File: config.mk
export PLATFORM = sky130hd
export DESIGN_NAME = gps_speed_can_publisher
export DESIGN_NICKNAME = d
export VERILOG_FILES = /design/src/hdl/gspub_pkg.sv /design/src/hdl/gps_speed_can_publisher.sv
export SDC_FILE = /design/constraint.sdc
export NUM_CORES = 1
export LEC_CHECK = 0
export ABC_AREA = 0
export BUFFER_PORTS_ARGS = -buffer_cell sky130_fd_sc_hd__buf_2
export CORE_MARGIN = 2
export CORE_UTILIZATION = 61
export CTS_BUF_LIST = sky130_fd_sc_hd__clkbuf_16
export CTS_CLUSTER_SIZE = 10
export DETAILED_ROUTE_END_ITERATION = 8
export PLACE_DENSITY = 0.84
export SLEW_MARGIN = 10
export SYNTH_ARGS = -nofsm -noshare
export SYNTH_HDL_FRONTEND = slang
export SYNTH_SLANG_ARGS = --single-unit
File: constraint.sdc
create_clock -name aclk -period 10.5 [get_ports aclk]
set_input_delay 2.625 -clock aclk [delete_from_list [all_inputs] [get_ports aclk]]
set_output_delay 2.625 -clock aclk [all_outputs]
set_load 0.02 [all_outputs]
File: src/hdl/gspub_pkg.sv
package gspub_pkg;

    localparam int TIME_BITS     = 32;
    localparam int CFG_IDX_BITS  = 3;
    localparam int CFG_DATA_BITS = 16;

    typedef logic [TIME_BITS-1:0] time_t;
    typedef logic [TIME_BITS:0]   time_ext_t;

    typedef enum logic [1:0] {
        CMD_SAMPLE     = 2'd0,
        CMD_INVALIDATE = 2'd1,
        CMD_TICK       = 2'd2,
        CMD_COLLISION  = 2'd3
    } cmd_t;

    typedef enum logic [1:0] {
        TXLOCK_NONE    = 2'd0,
        TXLOCK_NO_ACK  = 2'd1,
        TXLOCK_BUSOFF  = 2'd2,
        TXLOCK_COLLIDE = 2'd3
    } latch_t;

    localparam logic [CFG_IDX_BITS-1:0] CFG_TX_ENABLE   = 3'd0;
    localparam logic [CFG_IDX_BITS-1:0] CFG_STALE_LIMIT = 3'd1;
    localparam logic [CFG_IDX_BITS-1:0] CFG_MIN_RX      = 3'd2;
    localparam logic [CFG_IDX_BITS-1:0] CFG_MAX_ACK     = 3'd3;
    localparam logic [CFG_IDX_BITS-1:0] CFG_MAX_BUS_OFF = 3'd4;
    localparam logic [CFG_IDX_BITS-1:0] CFG_BACKOFF_MIN = 3'd5;
    localparam logic [CFG_IDX_BITS-1:0] CFG_BACKOFF_MAX = 3'd6;

    localparam logic [15:0] RST_STALE_LIMIT = 16'd1000;
    localparam logic [15:0] RST_MIN_RX      = 16'd10;
    localparam logic [7:0]  RST_MAX_ACK     = 8'd5;
    localparam logic [7:0]  RST_MAX_BUS_OFF = 8'd3;
    localparam logic [15:0] RST_BACKOFF_MIN = 16'd5000;
    localparam logic [15:0] RST_BACKOFF_MAX = 16'd60000;

    localparam logic [15:0] UNKNOWN16   = 16'hFFFF;
    localparam logic [15:0] HEADING_MAX = 16'd3599;
    localparam logic [7:0]  AGE_SAT     = 8'hFF;

    // age / 10 by reciprocal, exact for ages below the saturation point
    localparam int          AGE_SAT_LIMIT = 2560;
    localparam logic [12:0] DIV10_MUL     = 13'd6554;
    localparam int          DIV10_SHIFT   = 16;

    typedef struct packed {
        cmd_t        cmd;
        logic [15:0] speed_value;
        logic        fix_flag;
        logic [15:0] heading_value;
        logic        heading_given;
        logic [31:0] now_ms;
        logic [15:0] bus_off_total;
        logic [7:0]  ack_fail_run;
        logic [15:0] rx_frames_seen;
        logic        controller_ready;
        logic        link_connected;
    } in_item_t;

    typedef struct packed {
        logic        frame_sent;
        logic [15:0] speed_word;
        logic [15:0] heading_word;
        logic [3:0]  status_byte;
        logic [7:0]  age_byte;
        logic [7:0]  sequence_byte;
        logic [7:0]  check_byte;
        latch_t      latch_state;
    } out_item_t;

endpackage

File: src/hdl/gps_speed_can_publisher.sv
// GPS speed publisher for the vehicle bus.
// Input channel s_valid/s_ready/s_data carries commands: gps sample,
// invalidate, period tick and id collision. Only a period tick yields a
// result on m_valid/m_ready/m_data; the other commands update held state.
// A result carries the 8-byte frame fields when armed, else zeros with the
// latch state. Configuration is written through cfg_we/cfg_index/cfg_wdata,
// one register per cycle; the user must write it only while the block is
// idle, which the block does not enforce. An item lands in the input
// register; a tick's result is registered in the result register and shown
// on m_valid. Throughput: one item per cycle while no tick waits on a
// stalled receiver, set by the single input register to result register pass.
// Reset (aresetn low, synchronous) clears both stages, the held sample,
// latches, frame counter and backoff, and loads the configuration defaults.
// When the receiver stalls, the result register holds; the input register
// keeps taking samples and other commands and stops once a tick waits in it.
module gps_speed_can_publisher (
    input  logic                                 aclk,
    input  logic                                 aresetn,
    input  logic                                 s_valid,
    output logic                                 s_ready,
    input  gspub_pkg::in_item_t                  s_data,
    output logic                                 m_valid,
    input  logic                                 m_ready,
    output gspub_pkg::out_item_t                 m_data,
    input  logic                                 cfg_we,
    input  logic [gspub_pkg::CFG_IDX_BITS-1:0]   cfg_index,
    input  logic [gspub_pkg::CFG_DATA_BITS-1:0]  cfg_wdata
);
    import gspub_pkg::*;

    logic        tx_enable_reg;
    logic [15:0] stale_limit_reg;
    logic [15:0] min_rx_reg;
    logic [7:0]  max_ack_reg;
    logic [7:0]  max_bus_off_reg;
    logic [15:0] backoff_max_reg;

    logic        in_valid_reg;
    in_item_t    in_item_reg;
    logic        m_valid_reg;
    out_item_t   m_data_reg;

    logic [15:0] held_speed_reg;
    logic [15:0] held_heading_reg;
    logic        held_fix_reg;
    logic        sample_present_reg;
    time_t       sample_time_reg;
    latch_t      latch_reg;
    logic [7:0]  frame_counter_reg;
    logic [15:0] prior_bus_off_reg;
    time_ext_t   backoff_end_reg;
    logic [15:0] backoff_now_reg;

    logic        out_free;
    logic        is_tick;
    logic        fire;
    time_t       now_t;
    logic        bo_changed;
    time_ext_t   backoff_end_next;
    logic [16:0] backoff_doubled;
    logic [15:0] backoff_now_next;
    latch_t      latch_next;
    logic        armed;
    time_t       age;
    logic        stale;
    logic        valid;
    logic [24:0] age_prod;
    logic [7:0]  age10;
    logic [15:0] spd;
    logic [15:0] hdg;
    logic [3:0]  status;
    logic [15:0] sample_heading;
    out_item_t   result;

    assign out_free = !m_valid_reg || m_ready;
    assign is_tick  = (in_item_reg.cmd == CMD_TICK);
    assign fire     = in_valid_reg && (!is_tick || out_free);
    assign s_ready  = !in_valid_reg || fire;
    assign m_valid  = m_valid_reg;
    assign m_data   = m_data_reg;

    always_comb begin
        now_t      = time_t'(in_item_reg.now_ms);
        bo_changed = (in_item_reg.bus_off_total != prior_bus_off_reg);

        backoff_end_next = bo_changed ?
            (time_ext_t'(now_t) + time_ext_t'(backoff_now_reg)) : backoff_end_reg;
        backoff_doubled  = {backoff_now_reg, 1'b0};
        if (backoff_doubled > {1'b0, backoff_max_reg}) begin
            backoff_now_next = backoff_max_reg;
        end else begin
            backoff_now_next = backoff_doubled[15:0];
        end

        latch_next = latch_reg;
        if (latch_reg == TXLOCK_NONE) begin
            if (in_item_reg.ack_fail_run >= max_ack_reg) begin
                latch_next = TXLOCK_NO_ACK;
            end else if (in_item_reg.bus_off_total >= {8'd0, max_bus_off_reg}) begin
                latch_next = TXLOCK_BUSOFF;
            end
        end

        armed = tx_enable_reg && (latch_next == TXLOCK_NONE) &&
                in_item_reg.controller_ready &&
                (in_item_reg.rx_frames_seen >= min_rx_reg) &&
                (time_ext_t'(now_t) >= backoff_end_next);

        if (now_t < sample_time_reg) begin
            age = '0;
        end else begin
            age = now_t - sample_time_reg;
        end
        stale = !sample_present_reg || (age > time_t'(stale_limit_reg));
        valid = held_fix_reg && !stale && (held_speed_reg != UNKNOWN16);

        age_prod = 25'(age[11:0]) * 25'(DIV10_MUL);
        if (!sample_present_reg || (age >= time_t'(AGE_SAT_LIMIT))) begin
            age10 = AGE_SAT;
        end else begin
            age10 = age_prod[DIV10_SHIFT +: 8];
        end

        spd    = valid ? held_speed_reg : UNKNOWN16;
        hdg    = valid ? held_heading_reg : UNKNOWN16;
        status = {stale, in_item_reg.link_connected, held_fix_reg, valid};

        result             = '0;
        result.latch_state = latch_next;
        if (armed) begin
            result.frame_sent    = 1'b1;
            result.speed_word    = spd;
            result.heading_word  = hdg;
            result.status_byte   = status;
            result.age_byte      = age10;
            result.sequence_byte = frame_counter_reg;
            result.check_byte    = spd[7:0] ^ spd[15:8] ^ hdg[7:0] ^ hdg[15:8] ^
                                   {4'd0, status} ^ age10 ^ frame_counter_reg;
        end

        if (!in_item_reg.heading_given ||
            (in_item_reg.heading_value > HEADING_MAX)) begin
            sample_heading = UNKNOWN16;
        end else begin
            sample_heading = in_item_reg.heading_value;
        end
    end

    always_ff @(posedge aclk) begin
        if (s_valid && s_ready) begin
            in_item_reg <= s_data;
        end
        if (out_free && fire && is_tick) begin
            m_data_reg <= result;
        end
    end

    always_ff @(posedge aclk) begin
        if (!aresetn) begin
            in_valid_reg <= 1'b0;
            m_valid_reg  <= 1'b0;
        end else begin
            if (s_ready) begin
                in_valid_reg <= s_valid;
            end
            if (out_free) begin
                m_valid_reg <= fire && is_tick;
            end
        end
    end

    always_ff @(posedge aclk) begin
        if (!aresetn) begin
            tx_enable_reg      <= 1'b0;
            stale_limit_reg    <= RST_STALE_LIMIT;
            min_rx_reg         <= RST_MIN_RX;
            max_ack_reg        <= RST_MAX_ACK;
            max_bus_off_reg    <= RST_MAX_BUS_OFF;
            backoff_max_reg    <= RST_BACKOFF_MAX;
            held_speed_reg     <= UNKNOWN16;
            held_heading_reg   <= UNKNOWN16;
            held_fix_reg       <= 1'b0;
            sample_present_reg <= 1'b0;
            sample_time_reg    <= '0;
            latch_reg          <= TXLOCK_NONE;
            frame_counter_reg  <= '0;
            prior_bus_off_reg  <= '0;
            backoff_end_reg    <= '0;
            backoff_now_reg    <= RST_BACKOFF_MIN;
        end else begin
            if (fire) begin
                case (in_item_reg.cmd)
                    CMD_SAMPLE: begin
                        held_speed_reg     <= in_item_reg.speed_value;
                        held_heading_reg   <= sample_heading;
                        held_fix_reg       <= in_item_reg.fix_flag;
                        sample_time_reg    <= now_t;
                        sample_present_reg <= 1'b1;
                    end
                    CMD_INVALIDATE: begin
                        held_speed_reg     <= UNKNOWN16;
                        held_heading_reg   <= UNKNOWN16;
                        held_fix_reg       <= 1'b0;
                        sample_time_reg    <= '0;
                        sample_present_reg <= 1'b0;
                    end
                    CMD_COLLISION: begin
                        latch_reg <= TXLOCK_COLLIDE;
                    end
                    CMD_TICK: begin
                        if (bo_changed) begin
                            prior_bus_off_reg <= in_item_reg.bus_off_total;
                            backoff_end_reg   <= backoff_end_next;
                            backoff_now_reg   <= backoff_now_next;
                        end
                        latch_reg <= latch_next;
                        if (armed) begin
                            frame_counter_reg <= frame_counter_reg + 8'd1;
                        end
                    end
                    default: begin
                    end
                endcase
            end
            if (cfg_we) begin
                case (cfg_index)
                    CFG_TX_ENABLE:   tx_enable_reg   <= cfg_wdata[0];
                    CFG_STALE_LIMIT: stale_limit_reg <= cfg_wdata;
                    CFG_MIN_RX:      min_rx_reg      <= cfg_wdata;
                    CFG_MAX_ACK:     max_ack_reg     <= cfg_wdata[7:0];
                    CFG_MAX_BUS_OFF: max_bus_off_reg <= cfg_wdata[7:0];
                    CFG_BACKOFF_MIN: backoff_now_reg <= cfg_wdata;
                    CFG_BACKOFF_MAX: backoff_max_reg <= cfg_wdata;
                    default: begin
                    end
                endcase
            end
        end
    end

endmodule

* Yosys cells after proc, flatten, opt, wreduce, memory -nomap -nowiden
Cells that the tools add are included.
Storage, ports and cells: word-level logic and storage cells 128, input port bits 134, output and inout bits 65, flip-flop bits (word level) 381
Cells by class: add/subtract/negate cells 3, multiplexer cells 22, $lt $le $gt $ge 9, bitwise operators 6, equality and inequality tests 11, $mul 1, reduce and logical (&&, ||, !) cells 39
Operator list (count):
- 2-to-1 mux 16 bit | 9
- one-hot mux 16 bit (2 select lines) | 2
- one-hot mux 32 bit (2 select lines) | 1
- 2-to-1 mux 61 bit | 1
- bitwise XOR 8 bit | 5
- adder 32 x 16 -> 33 bit | 1
- >= comparator 32 x 33 -> 1 bit | 1
- 2-to-1 mux 33 bit | 1
- >= comparator 32 x 12 -> 1 bit, second input constant | 1
- greater-than comparator 32 x 16 -> 1 bit | 1
- less-than comparator 32 bit | 1
- 2-to-1 mux 32 bit | 1
- subtractor 32 bit | 1
- multiplier 12 x 12 -> 23 bit, second input constant | 1
- greater-than comparator 17 x 16 -> 1 bit | 1
- >= comparator 16 bit | 1
- >= comparator 16 x 8 -> 1 bit | 1
- greater-than comparator 16 x 12 -> 1 bit, second input constant | 1
- inequality test 16 bit | 1
- inequality test 16 bit, second input constant | 1
- AND reduction 2 bit | 8
- logical AND 1 bit | 11
- equality test 3 bit, second input constant | 3
- adder 8 x 1 -> 8 bit, second input constant | 1
- other kinds (16) | 35

* Longest topological paths before layout
word-level depth 15, mapped depth 34, mapped depth without buffers 32

* Worst setup path before layout
No wires, ideal clock.
kind input to register, start point input m_ready, end point register frame_counter_reg[3], required time 10.430 ns, library setup time 0.070 ns, stages on the path 5, buffers on the path 0, arrival 8.932 ns, slack 1.498 ns, path through nor2b_1 nor3_1 nand2_1 or3_1 a21oi_1
Between the ends: word-level cells in the longest chain between the ends 4
RTL lines:
- from (decl) | RTL line gps_speed_can_publisher.sv:23 | input logic m_ready,
- logical OR 1 bit | RTL line gps_speed_can_publisher.sv:75 | assign out_free = !m_valid_reg || m_ready;
- logical OR 1 bit | RTL line gps_speed_can_publisher.sv:77 | assign fire = in_valid_reg && (!is_tick || out_free);
- logical AND 1 bit | RTL line gps_speed_can_publisher.sv:77
- AND reduction 3 bit (no source line)
- to (signal assigned) | RTL line gps_speed_can_publisher.sv:218 | frame_counter_reg <= frame_counter_reg + 8'd1;
- to (decl) | RTL line gps_speed_can_publisher.sv:49 | logic [7:0] frame_counter_reg;
Every way passes these cells. A chain may end at the register's enable or synchronous reset.

* Worst setup path after layout
start point register in_item_reg (netlist bit now_t[0]), end point register m_data_reg (netlist bit m_data[7]) (data pin)
Between the ends: word-level cells in the longest chain between the ends 14, elaborated cells on any way between the ends 24, those cells by class add/sub: 2; mul: 1; order compare: 4; mux: 5; bitwise: 6; reduce/logical: 6
RTL lines:
- from (decl) | RTL line gps_speed_can_publisher.sv:39 | in_item_t in_item_reg;
- from (signal assigned) | RTL line gps_speed_can_publisher.sv:151 | in_item_reg <= s_data;
- subtractor 32 bit / less-than comparator 32 bit (equally long branches) | RTL line gps_speed_can_publisher.sv:112, gps_speed_can_publisher.sv:109
- 2-to-1 mux 32 bit | RTL line gps_speed_can_publisher.sv:109 | if (now_t < sample_time_reg) begin
- greater-than comparator 32 x 16 -> 1 bit | RTL line gps_speed_can_publisher.sv:114 | stale = !sample_present_reg || (age > time_t'(stale_limit_reg));
- logical OR 1 bit | RTL line gps_speed_can_publisher.sv:114
- zero test 1 bit | RTL line gps_speed_can_publisher.sv:115 | valid = held_fix_reg && !stale && (held_speed_reg != UNKNOWN16);
- logical AND 1 bit (2 in series) | RTL line gps_speed_can_publisher.sv:115
- 2-to-1 mux 16 bit | RTL line gps_speed_can_publisher.sv:124 | spd = valid ? held_speed_reg : UNKNOWN16;
- bitwise XOR 8 bit (3 in series) | RTL line gps_speed_can_publisher.sv:137 | result.check_byte = spd[7:0] ^ spd[15:8] ^ hdg[7:0] ^ hdg[15:8] ^
- bitwise XOR 8 x 4 -> 8 bit | RTL line gps_speed_can_publisher.sv:137
- bitwise XOR 8 bit (2 in series) | RTL line gps_speed_can_publisher.sv:138 | {4'd0, status} ^ age10 ^ frame_counter_reg;
- to (signal assigned) | RTL line gps_speed_can_publisher.sv:154 | m_data_reg <= result;
- to (decl) | RTL line gps_speed_can_publisher.sv:41 | out_item_t m_data_reg;
Several ways; a longest one is shown, not always the timed one.

==> implementation parameters <==
Parameter                              Value

Status
  Outcome    complete, no violations

STA
  Peak clock frequency supported by timing    114 MHz
  Period minus WS final    8760 ps
  Tcrit/Tclk final    83.4%
  Relative slew margins    13.0%
  Setup TNS    0 ps
  Final hold violations    0
  Actual slew at the worst max-slew pin    1300 ps
  Slew Viols, Final    0
  Setup repair after global routing missed its margin    false
  Clock skew after layout    30.1 ps
  Final setup violation count    0

Synth
  Count of mapped cells out of synthesis    2467
  Number of enable flip-flop cells after synthesis    173
  Adder-cell area share of the yosys netlist    15.8%
  Total of warnings raised by yosys    0
  Multiplexer share of the synthesized area    2.16%
  Parity-gate share of the synthesized area counting xor and xnor cells    4.16%
  Proportion of synthesized flip-flops having asynchronous set or reset    0%
  Sequential-to-total area share from yosys stat    40.9%
  Synthesized-area fraction occupied by ao, oa, aoi and oai cells    15.8%
  Net count after synthesis    2867
  Post-synthesis instance area    0.0229 mm2
  Primary flip-flop cell chosen by synthesis mapping    dfxtp_1
  Main combinational cell family by area after synthesis    simple AND/OR/NAND/NOR gates
  Number of synthesized register bits    381
  Post-synthesis cell type count    83
  Mean post-synth cell area    9.28 um2
  Simple-Gate Fraction of Synth Area    16.2%

Global route
  Maximum number of pins on one net before global-route repair    87
  Gr ovfl total    0
  Global-route usage over all layers    31.7%
  Antenna violations before repair    3
  Via count of the first global-routing pass    18767
  Wire length of the first global-routing pass    97600 um

Clocking
  Root Buffer    clkbuf_16
  Quantity of hold-fixing buffers added after cts    0
  Sink count of the clock tree    381
  CTS tree    built
  H-tree levels    2
  Clock transition time at the flip-flop clock pins of the worst setup and hold paths    60 ps
  Setup Buffers After CTS    0
  Cts bufs inserted    45
  Clock network latency to the later pin of the worst-skew pair    590 ps
  Post-cts sizing count    0
  Clock tree buffer depth    3

Layout
  Share of cells above drive strength 1    12.0%
  Leading cell types in the layout, fill and taps excluded    nand2_1, ha_1, inv_1
  Final Cell Area    0.0256 mm2
  Growth of design area from synthesis to finish    11.6%
  Number of flip-flops in the largest register    78
  Leading cell type in the layout, fill and taps excluded    nand2_1
  Fin nets    3018

Floorplanning
  Placement row count    70
  Area inside the core boundary    0.0368 mm2
  Chip Width    198 um
  Die height    198 um
  Top-Level Pins    199
  Initial standard-cell utilization of the core    62.3%
  Die area    0.0391 mm2

Detailed routing
  Via/cell ratio    6.09
  Drt first pass iters    6
  Number of design-rule violations left by the first detailed-router iteration    1561
  Remaining antenna violation count    0
  Post-route DRC    0
  Total detailed-routing wirelength    62300 um
  Via count    19021
  Wirelength per Cell    20.0 um

Power and ir drop
  Peak supply drop    0.132 mV
  Leakage dissipation    11.0 nW
  Power density of the placed cells    177 mW/mm2
  Total power draw    4.52 mW

Placement
  Quantity of I/O buffers inserted on ports    198
  Final weighted congestion of routability-driven global placement    0.939
  Area after detailed placement    0.0242 mm2
  Final HPWL DP    45300 um

Critical path
  Cell with the largest stage delay on the worst path    fa_1
  Cell mode on critical path    inv_1
  CP endpoint kind    register
  CP required    10780 ps
  Worst-path fanout max    13
  Critical setup path kind    reg -> reg
  Critical path's largest stage delay    560 ps
  Nature of the critical path startpoint    register
  Crit path arrival time    9040 ps

Run
  Max-cap violation count    0

Worst hold path
  Class of the most critical hold timing path    reg -> reg
layout make-up:
class,count,area (um2)
antenna,1,2.50
clock buffer,46,1150
clock inverter,36,193
fill,2804,11200
inverter,195,734
multi-input combinational,1781,12400
sequential,381,9360
tap,468,586
timing repair buffer,214,1110
cells in the mapped netlist, drive strengths merged, types with 26 or more instances:
master / n / area, um2
mux2i: 46 / 460
nand3: 40 / 200
nand3b: 33 / 248
o21ai: 101 / 513
a21oi: 207 / 1040
a211oi: 40 / 310
dfxtp: 208 / 4160
nor3: 51 / 255
clkbuf: 84 / 315
ha: 227 / 2840
nor2: 197 / 739
a21o: 47 / 353
inv: 194 / 728
fa: 39 / 781
buf: 26 / 116
xnor2: 51 / 447
xor2: 55 / 482
nand4: 37 / 238
nand2: 308 / 1160
o211ai: 34 / 260
edfxtp: 173 / 5190
worst paths after layout:
path	endpoint	from	cells past startpoint	slack (ps)
min reg2reg	sample_time_reg[10]	sample_time_reg[10]	2	450
max	m_data[7]	now_t[0]	30	1740
max reg2reg	m_data[7]	now_t[0]	30	1740
min	sample_time_reg[10]	sample_time_reg[10]	2	450
cell families after synthesis:
logic type	Yosys count
xor gates and xnor gates	107
and+or+nand+nor	794
muxes	49
DFF	381
AOI/OAI and AO/OA	565
buffers and inverters	305
adders and majority gates	266
through the flow:
step	setup slack, ps	cells	hold WS, ps	utilization, %
floorplan	1500	2467	432	-
global placement	2080	3039	439	65.8
detailed placement	1840	3039	445	65.8
CTS	1800	3121	453	69.5
global route	1140	3122	470	69.5
finish	1740	3122	453	69.5
power breakdown:
group	total (mW)	switching [mW]	internal [mW]	leakage, nW
sequential	1.64	0.0366	1.60	3.42
combinational	1.47	0.887	0.580	6.82
clock	1.42	0.624	0.794	0.753
critical path: cells and delay by family (launching register included):
kind / cells / cell delay [ps]
adder cells (fa/ha/maj): 8 / 3360
multiplexers: 1 / 390
buffers and inverters: 6 / 390
AND/OR/NAND/NOR: 5 / 1240
flip-flops: 1 / 400
XOR/XNOR: 1 / 160
AO/OA/AOI/OAI: 9 / 2480
metal layers:
metal | part of all wire (%) | track usage (%)
met5 | 0.048 | 0
met2 | 47 | 51.7
met1 | 43 | 42.8
met4 | 3.5 | 11.8
met3 | 7.1 | 4.96
(Power assumes the default switching activity.)
